[src/hdl/dwmc_pkg.sv]
// Shared constants and register codes for the DNA wildcard motif counter.
// No dependencies; every other file of the block refers to this package.
package dwmc_pkg;

	localparam int MAX_MOTIFS    = 8;
	localparam int MAX_MOTIF_LEN = 8;

	localparam int BASE_W     = 3;
	localparam int SYM_W      = 4;
	localparam int LEN_W      = 4;
	localparam int POS_W      = 32;
	localparam int SEQ_W      = 16;
	localparam int TOTAL_W    = 32;
	localparam int MOTIF_W    = 32;
	localparam int CFG_IDX_W  = 3;
	localparam int CFG_DATA_W = 64;

	localparam logic [SYM_W-1:0] WILDCARD = 4'd8;

	typedef enum logic [CFG_IDX_W-1:0] {
		REG_PAIR_0 = 3'd0,
		REG_PAIR_1 = 3'd1,
		REG_PAIR_2 = 3'd2,
		REG_PAIR_3 = 3'd3,
		REG_LENGTH = 3'd4,
		REG_COUNT  = 3'd5
	} cfg_reg_t;

endpackage

[src/hdl/dwmc_if.sv]
// Valid/ready channel interfaces: base words in, result words out, register writes.
// Depends on dwmc_pkg for field widths.
interface dwmc_base_if;
	logic                          valid;
	logic                          ready;
	logic [dwmc_pkg::BASE_W-1:0]   base;
	logic                          sequence_end;

	modport source (output valid, base, sequence_end, input ready);
	modport sink   (input valid, base, sequence_end, output ready);
endinterface

interface dwmc_result_if;
	logic                          valid;
	logic                          ready;
	logic                          hit;
	logic [dwmc_pkg::POS_W-1:0]    hit_start;
	logic [dwmc_pkg::SEQ_W-1:0]    sequence_number;
	logic [dwmc_pkg::TOTAL_W-1:0]  hit_total;

	modport source (output valid, hit, hit_start, sequence_number, hit_total, input ready);
	modport sink   (input valid, hit, hit_start, sequence_number, hit_total, output ready);
endinterface

interface dwmc_cfg_if;
	logic                             valid;
	logic                             ready;
	logic [dwmc_pkg::CFG_IDX_W-1:0]   index;
	logic [dwmc_pkg::CFG_DATA_W-1:0]  data;

	modport source (output valid, index, data, input ready);
	modport sink   (input valid, index, data, output ready);
endinterface

[src/hdl/dna_wildcard_motif_counter_top.sv]
// Top level of the DNA wildcard motif counter: window, motif compare, counters.
// Depends on dwmc_pkg and the channel interfaces in dwmc_if.sv.
//
//   channel   dir   word                                              handshake
//   bases     in    base, sequence_end                                valid/ready
//   results   out   hit, hit_start, sequence_number, hit_total        valid/ready
//   cfg       in    index, data                                       valid/ready
//
// One base word per cycle while results is not stalled; a taken base is held in the input
// register and passes to the result register when that is empty or being read. The motif
// compare is one pass of parallel symbol compares between those two registers.
// Reset (arst_n low) clears valid flags, motifs, motif count, window and counters and
// sets motif length to one, at once. A stalled results channel holds its word; bases
// keeps flowing until both stages are full. cfg is always ready.
module dna_wildcard_motif_counter_top #(
	parameter int MAX_MOTIFS    = dwmc_pkg::MAX_MOTIFS,
	parameter int MAX_MOTIF_LEN = dwmc_pkg::MAX_MOTIF_LEN
) (
	input  logic          clk,
	input  logic          arst_n,
	dwmc_base_if.sink     bases,
	dwmc_result_if.source results,
	dwmc_cfg_if.sink      cfg
);

	localparam int NumPairs = (MAX_MOTIFS + 1) / 2;
	localparam int FillW    = $clog2(MAX_MOTIF_LEN + 1);

	localparam int BW = dwmc_pkg::BASE_W;
	localparam int SW = dwmc_pkg::SYM_W;
	localparam int LW = dwmc_pkg::LEN_W;

	// configuration
	logic [LW-1:0]                   motif_length_q;
	logic [LW-1:0]                   motif_count_q;
	logic [dwmc_pkg::CFG_DATA_W-1:0] pair_q [NumPairs];

	// input stage
	logic          v_s1;
	logic [BW-1:0] base_s1;
	logic          end_s1;

	// stream state
	logic [BW-1:0]                window_q [MAX_MOTIF_LEN];
	logic [FillW-1:0]             fill_q;
	logic [dwmc_pkg::POS_W-1:0]   pos_q;
	logic [dwmc_pkg::SEQ_W-1:0]   seq_q;
	logic [dwmc_pkg::TOTAL_W-1:0] total_q;

	// result stage
	logic                         v_s2;
	logic                         hit_s2;
	logic [dwmc_pkg::POS_W-1:0]   hit_start_s2;
	logic [dwmc_pkg::SEQ_W-1:0]   seq_s2;
	logic [dwmc_pkg::TOTAL_W-1:0] total_s2;

	// combinational
	logic                         take_in;
	logic                         adv_s1;
	logic [LW-1:0]                len_eff;
	logic [LW-1:0]                cnt_eff;
	logic [BW-1:0]                win_nxt [MAX_MOTIF_LEN];
	logic [FillW-1:0]             fill_nxt;
	logic [SW-1:0]                sym;
	logic [BW-1:0]                cur;
	logic                         motif_ok;
	logic                         hit_any;
	logic                         hit;
	logic [dwmc_pkg::POS_W-1:0]   hit_start;
	logic [dwmc_pkg::TOTAL_W-1:0] total_nxt;

	assign adv_s1      = v_s1 && (!v_s2 || results.ready);
	assign bases.ready = !v_s1 || adv_s1;
	assign take_in     = bases.valid && bases.ready;
	assign cfg.ready   = 1'b1;

	assign results.valid           = v_s2;
	assign results.hit             = hit_s2;
	assign results.hit_start       = hit_start_s2;
	assign results.sequence_number = seq_s2;
	assign results.hit_total       = total_s2;

	always_comb begin
		if (motif_length_q == '0) begin
			len_eff = LW'(1);
		end else if (motif_length_q > LW'(MAX_MOTIF_LEN)) begin
			len_eff = LW'(MAX_MOTIF_LEN);
		end else begin
			len_eff = motif_length_q;
		end
		if (motif_count_q > LW'(MAX_MOTIFS)) begin
			cnt_eff = LW'(MAX_MOTIFS);
		end else begin
			cnt_eff = motif_count_q;
		end
	end

	always_comb begin
		win_nxt[0] = base_s1;
		for (int i = 1; i < MAX_MOTIF_LEN; i++) begin
			win_nxt[i] = window_q[i-1];
		end
		fill_nxt = (fill_q < FillW'(MAX_MOTIF_LEN)) ? fill_q + FillW'(1) : fill_q;
	end

	// symbol n of a motif lines up with the base of age len-1-n
	always_comb begin
		hit_any  = 1'b0;
		motif_ok = 1'b1;
		sym      = '0;
		cur      = '0;
		for (int k = 0; k < MAX_MOTIFS; k++) begin
			motif_ok = 1'b1;
			for (int n = 0; n < MAX_MOTIF_LEN; n++) begin
				sym = pair_q[k >> 1][dwmc_pkg::MOTIF_W * (k & 1) + SW * n +: SW];
				cur = '0;
				for (int a = 0; a < MAX_MOTIF_LEN; a++) begin
					if (LW'(a + n + 1) == len_eff) begin
						cur = win_nxt[a];
					end
				end
				if (LW'(n) < len_eff && sym != dwmc_pkg::WILDCARD
						&& sym != {1'b0, cur}) begin
					motif_ok = 1'b0;
				end
			end
			if (LW'(k) < cnt_eff && motif_ok) begin
				hit_any = 1'b1;
			end
		end
		hit       = hit_any && (LW'(fill_nxt) >= len_eff);
		hit_start = hit ? pos_q - dwmc_pkg::POS_W'(len_eff) + dwmc_pkg::POS_W'(1) : '0;
		total_nxt = (hit && total_q != '1) ? total_q + dwmc_pkg::TOTAL_W'(1) : total_q;
	end

	always_ff @(posedge clk or negedge arst_n) begin
		if (!arst_n) begin
			motif_length_q <= LW'(1);
			motif_count_q  <= '0;
			for (int p = 0; p < NumPairs; p++) begin
				pair_q[p] <= '0;
			end
		end else if (cfg.valid) begin
			case (cfg.index)
				dwmc_pkg::REG_LENGTH: motif_length_q <= cfg.data[LW-1:0];
				dwmc_pkg::REG_COUNT:  motif_count_q  <= cfg.data[LW-1:0];
				default: begin
					for (int p = 0; p < NumPairs; p++) begin
						if (cfg.index == dwmc_pkg::CFG_IDX_W'(p)) begin
							pair_q[p] <= cfg.data;
						end
					end
				end
			endcase
		end
	end

	always_ff @(posedge clk or negedge arst_n) begin
		if (!arst_n) begin
			v_s1    <= 1'b0;
			v_s2    <= 1'b0;
			fill_q  <= '0;
			pos_q   <= '0;
			seq_q   <= '0;
			total_q <= '0;
			for (int i = 0; i < MAX_MOTIF_LEN; i++) begin
				window_q[i] <= '0;
			end
		end else begin
			if (take_in) begin
				v_s1 <= 1'b1;
			end else if (adv_s1) begin
				v_s1 <= 1'b0;
			end
			if (adv_s1) begin
				v_s2 <= 1'b1;
			end else if (results.ready) begin
				v_s2 <= 1'b0;
			end
			if (adv_s1) begin
				for (int i = 0; i < MAX_MOTIF_LEN; i++) begin
					window_q[i] <= win_nxt[i];
				end
				total_q <= total_nxt;
				if (end_s1) begin
					fill_q <= '0;
					pos_q  <= '0;
					seq_q  <= seq_q + dwmc_pkg::SEQ_W'(1);
				end else begin
					fill_q <= fill_nxt;
					pos_q  <= pos_q + dwmc_pkg::POS_W'(1);
				end
			end
		end
	end

	always_ff @(posedge clk) begin
		if (take_in) begin
			base_s1 <= bases.base;
			end_s1  <= bases.sequence_end;
		end
		if (adv_s1) begin
			hit_s2       <= hit;
			hit_start_s2 <= hit_start;
			seq_s2       <= seq_q;
			total_s2     <= total_nxt;
		end
	end

	a_end_clears_pos : assert property (@(posedge clk) disable iff (!arst_n)
		adv_s1 && end_s1 |=> pos_q == '0 && fill_q == '0)
		else $error("position not cleared after sequence end");

	a_total_monotonic : assert property (@(posedge clk) disable iff (!arst_n)
		adv_s1 |=> total_q >= $past(total_q))
		else $error("hit total decreased");

	a_hit_has_total : assert property (@(posedge clk) disable iff (!arst_n)
		adv_s1 && hit |=> v_s2 && hit_s2 && total_s2 != '0)
		else $error("hit delivered with zero total");

	a_no_hit_zero_start : assert property (@(posedge clk) disable iff (!arst_n)
		adv_s1 && !hit |=> hit_start_s2 == '0)
		else $error("hit_start nonzero without a hit");

endmodule

[src/flat_wrapper.sv]
// flat-port wrapper written by rule: the top's interface ports become plain ports
module dna_wildcard_motif_counter_top_flat 
#(
	parameter int MAX_MOTIFS    = dwmc_pkg::MAX_MOTIFS,
	parameter int MAX_MOTIF_LEN = dwmc_pkg::MAX_MOTIF_LEN
)
  (clk, arst_n, bases_valid, bases_base, bases_sequence_end, bases_ready, results_valid, results_hit, results_hit_start, results_sequence_number, results_hit_total, results_ready, cfg_valid, cfg_index, cfg_data, cfg_ready);
  dwmc_base_if bases_i ();
  dwmc_result_if results_i ();
  dwmc_cfg_if cfg_i ();
  input  logic clk;
  input  logic arst_n;
  input wire logic [$bits(bases_i.valid)-1:0] bases_valid;
  input wire logic [$bits(bases_i.base)-1:0] bases_base;
  input wire logic [$bits(bases_i.sequence_end)-1:0] bases_sequence_end;
  output wire logic [$bits(bases_i.ready)-1:0] bases_ready;
  output wire logic [$bits(results_i.valid)-1:0] results_valid;
  output wire logic [$bits(results_i.hit)-1:0] results_hit;
  output wire logic [$bits(results_i.hit_start)-1:0] results_hit_start;
  output wire logic [$bits(results_i.sequence_number)-1:0] results_sequence_number;
  output wire logic [$bits(results_i.hit_total)-1:0] results_hit_total;
  input wire logic [$bits(results_i.ready)-1:0] results_ready;
  input wire logic [$bits(cfg_i.valid)-1:0] cfg_valid;
  input wire logic [$bits(cfg_i.index)-1:0] cfg_index;
  input wire logic [$bits(cfg_i.data)-1:0] cfg_data;
  output wire logic [$bits(cfg_i.ready)-1:0] cfg_ready;
  assign bases_i.valid = bases_valid;
  assign bases_i.base = bases_base;
  assign bases_i.sequence_end = bases_sequence_end;
  assign bases_ready = bases_i.ready;
  assign results_valid = results_i.valid;
  assign results_hit = results_i.hit;
  assign results_hit_start = results_i.hit_start;
  assign results_sequence_number = results_i.sequence_number;
  assign results_hit_total = results_i.hit_total;
  assign results_i.ready = results_ready;
  assign cfg_i.valid = cfg_valid;
  assign cfg_i.index = cfg_index;
  assign cfg_i.data = cfg_data;
  assign cfg_ready = cfg_i.ready;
  dna_wildcard_motif_counter_top #(.MAX_MOTIFS(MAX_MOTIFS), .MAX_MOTIF_LEN(MAX_MOTIF_LEN)) u_core (.clk(clk), .arst_n(arst_n), .bases(bases_i), .results(results_i), .cfg(cfg_i));
endmodule
[config.mk]
export PLATFORM = sky130hd
export DESIGN_NAME = dna_wildcard_motif_counter_top_flat
export DESIGN_NICKNAME = d
export VERILOG_FILES = /design/src/hdl/dwmc_pkg.sv /design/src/hdl/dwmc_if.sv /design/src/hdl/dna_wildcard_motif_counter_top.sv /design/src/flat_wrapper.sv
export SDC_FILE = /design/constraint.sdc
export NUM_CORES = 1
export LEC_CHECK = 0
export ABC_AREA = 1
export BUFFER_PORTS_ARGS = -buffer_cell sky130_fd_sc_hd__buf_4
export CORE_MARGIN = 1
export CORE_UTILIZATION = 57
export CTS_CLUSTER_DIAMETER = 50
export DETAILED_ROUTE_END_ITERATION = 8
export GPL_TIMING_DRIVEN = 0
export PLACE_DENSITY_LB_ADDON = 0.2
export RECOVER_POWER = 100
export SKIP_CTS_REPAIR_TIMING = 1
export SYNTH_ARGS = -nofsm -noshare
export SYNTH_HDL_FRONTEND = slang
export SYNTH_SLANG_ARGS = --single-unit
[constraint.sdc]
create_clock -name clk -period 12.6 [get_ports clk]
set_clock_uncertainty 0.05 [all_clocks]
set_input_delay 1.26 -clock clk [delete_from_list [all_inputs] [get_ports clk]]
set_output_delay 1.26 -clock clk [all_outputs]
set_load 0.005 [all_outputs]
==> impl_metrics.tcl <==
set metrics [dict create \
    worstPathArrival_ns 6.42 \
    routabilityCongestion 0.957 \
    n_antenna_cell 0 \
    synth_edf_count 85 \
    hp-start "u_core.seq_q[10]$_DFFE_PN0P_" \
    setup.worst_path.start_class "flop" \
    area.growth.synth_to_final_pct 14.9 \
    yosys.area.top_type "dfrtp_1" \
    slowest_delay_ns 0.89 \
    coreArea_um2 43400 \
    drc 0 \
    grt_pass1_vias 22400 \
    cap_viol_max_count 2 \
    rows 76 \
    synth_xor_area_share_pct 4.30 \
    cts_num_sinks 456 \
    design_area_um2 29000 \
    yosysMostFrequentCell "nand2_1" \
    synth.area.mux_share_pct 0 \
    synthCells 3225 \
    hold_viol 0 \
    path_clk_slew_ns 0.06 \
    grt_max_degree 102 \
    ys.flop_type "dfrtp_1" \
    crit_chain "clkbuf_1 -> inv_1 -> o21ai_0 -> nand2_1 -> o21ai_0 -> nand2_1 -> nor2_1 -> a21oi_1 -> a21oi_1 -> nand3_1 -> nor2_1 -> nand3_1 -> a21oi_1 -> nor2_2 -> nand2_1 -> nand2_1 -> inv_1 -> clkbuf_1 -> o21ai_0 -> a21oi_1" \
    period_minus_slack_ns 6.03 \
    tightest_slew_ns 5.55 \
    grt-ovfl-total 0 \
    cts_inserted_buffers 53 \
    startpoint "u_core.base_s1[0]$_DFFE_PP_" \
    crit_type "flop to flop" \
    synth_top_family_by_area "simple AND/OR/NAND/NOR gates" \
    synth_top_area_share_pct 36.6 \
    die_w_um 213 \
    stdcell_count 4071 \
    r2r-start "u_core.base_s1[0]$_DFFE_PP_" \
    tns_ns 0 \
    post_dp_cell_area_um2 27300 \
    crit_fanout 10 \
    port-buffer-count 158 \
    peakVddDrop_mv 0.126 \
    slew_headroom_pct -270 \
    synth_compound_gate_area_share_pct 12.8 \
    ys_types 54 \
    utilization_pct 67.0 \
    drive_gt1_share_pct 8.81 \
    vias 23300 \
    htreeDepth 2 \
    ios 160 \
    cpMaxStageDelayCell "o21ai_0" \
    synthArstFlopShare_pct 81.4 \
    min_path_type "flop to flop" \
    place.detailed.hpwl_um 55400 \
    wl_um 75500 \
    yosysWarnings 0 \
    dieArea_um2 45200 \
    nFillCells 3658 \
    nets 3587 \
    grt_pass1_wl_um 118000 \
    grt_usage_pct 33.8 \
    ys_ff_latch 456 \
    syn-num-nets 3370 \
    via_per_inst 5.72 \
    first_pass_iters 6 \
    leakagePower_nw 14.3 \
    die_h_um 213 \
    cts-root-buf "clkbuf_16" \
    antenna_left 0 \
    synth.avg_cell_area_um2 7.84 \
    critPathCaptureType "flop" \
    first_iter_violations 2288 \
    drv_slew 172 \
    dp.cells 3972 \
    failed_checks "capacitance limit, slew limit" \
    cts_tree "yes" \
    synth_area_leaders "dfrtp_1 (37%), nand2_1 (13%), edfxtp_1 (10%), o21ai_0 (7.1%), inv_1 (5.2%)" \
    insertion_delay_ns 0.61 \
    powerDensity_nw_per_um2 181 \
    required_ns 12.99 \
    setup_viol 0 \
    wl_per_cell_um 18.6 \
    total_power_mw 5.25 \
    seq_area_frac_synth_pct 46.8 \
    status "finished with violations" \
    synth_commonest_cells "nand2_1 (882), dfrtp_1 (370), o21ai_0 (359)" \
    synthAdderAreaFrac_pct 3.45 \
    rsz0062_at_grt "false" \
    antenna_found_initial 0 \
    yosys.area_share.simple_pct 25.2 \
    fin_crit_sh_pct 47.8 \
    max_freq_mhz 166 \
    synth_area_um2 25300 \
    clock_tree.buffer_depth 3 \
    initial_core_util_pct 58.3 \
]
[registers in the layout, summed over array words and instances, names as in the netlist, 16 cells and up]
signal / flops
u_core.results.sequence_number: 16
u_core.seq_q: 16
u_core.results.hit_start: 32
u_core.results.hit_total: 32
u_core.pair_q: 256
u_core.win_nxt: 21
u_core.total_q: 32
u_core.pos_q: 32
[worst max-delay path: cells and delay by family (launching register included)]
family | cells | cell delay [ns]
flops | 1 | 0.32
buf+inv | 4 | 1.38
simple gates | 9 | 2.00
compound gates | 7 | 2.13
[routing by layer]
metal	wire length, um	part of all wire (%)	GRT usage (%)
met1	31900	42	44.6
met2	35100	47	54.7
met3	5070	6.7	5.04
met4	3400	4.5	16.1
met5	0	0	0
[report_power, final]
part           internal, mW  switching, mW
clock network          1.01          0.646
registers              1.78          0.213
logic                 0.530           1.08
total                  3.32           1.94
[per-stage QoR]
stage	hold slack (ns)	worst slack (ns)
after floorplan	0.373	8.00
after global placement	0.387	6.60
after detailed placement	0.404	7.42
after global routing	0.431	5.71
final	0.414	6.57
after CTS	0.415	7.33
[cell usage in the layout (no fill, tap or decap), types with 6 or more instances in the layout]
cell type,Yosys,routed
nand2_1,882,884
dfrtp_1,370,370
o21ai_0,359,366
inv_1,348,349
nor2_1,257,257
nand3_1,143,144
a21oi_1,132,132
clkbuf_1,76,118
xor2_1,91,91
edfxtp_1,85,85
nand4_1,84,84
buf_4,10,75
ha_1,68,68
clkbuf_4,0,66
clkbuf_16,0,56
nor3_1,48,48
xnor2_1,33,33
a31oi_1,23,23
nand2_2,20,19
nand3b_1,18,18
nor4_1,18,18
buf_2,17,14
inv_2,14,13
o21bai_1,10,10
o21a_1,10,10
o41ai_1,9,9
a41oi_1,9,9
o21ai_1,15,8
o211ai_1,8,8
o22ai_1,8,8
clkbuf_8,0,8
or2_2,7,7
clkinv_2,0,7
bufinv_16,0,7
nor2_2,6,6
clkinv_4,0,6
[path summary, 6_finish.rpt]
kind                                                                 to  slack [ns]  cells after the start
min                        u_core.results.sequence_number[10]$_DFFE_PP_        0.41                      0
max reg2reg                  u_core.results.hit_start[30]$_SDFFCE_PN0P_        6.57                     20
max                          u_core.results.hit_start[30]$_SDFFCE_PN0P_        6.57                     20
min reg2reg                u_core.results.sequence_number[10]$_DFFE_PP_        0.41                      0
min in group asynchronous                  u_core.pos_q[26]$_DFFE_PN0P_        2.65                      1
max in group asynchronous                u_core.pair_q[117]$_DFFE_PN0P_        6.72                      1
[cell families after synthesis]
group           count (synthesis)
fa+ha+maj                      69
compound gates                599
other cells                     1
buf+inv                       477
simple gates                 1499
flops                         456
xor+xnor                      124
[final cells by class]
type | count | area, um^2 | area share (%)
flip-flops and latches | 456 | 11800 | 40.8
plain buffers | 113 | 487 | 1.68
inverters | 364 | 1370 | 4.71
clock buffers | 71 | 1540 | 5.30
well taps | 585 | 732 | 2.52
clock inverters | 28 | 365 | 1.26
multi-input cells | 2292 | 11500 | 39.7
repair buffers | 162 | 1180 | 4.06
Power figures use the tool's default switching activity.
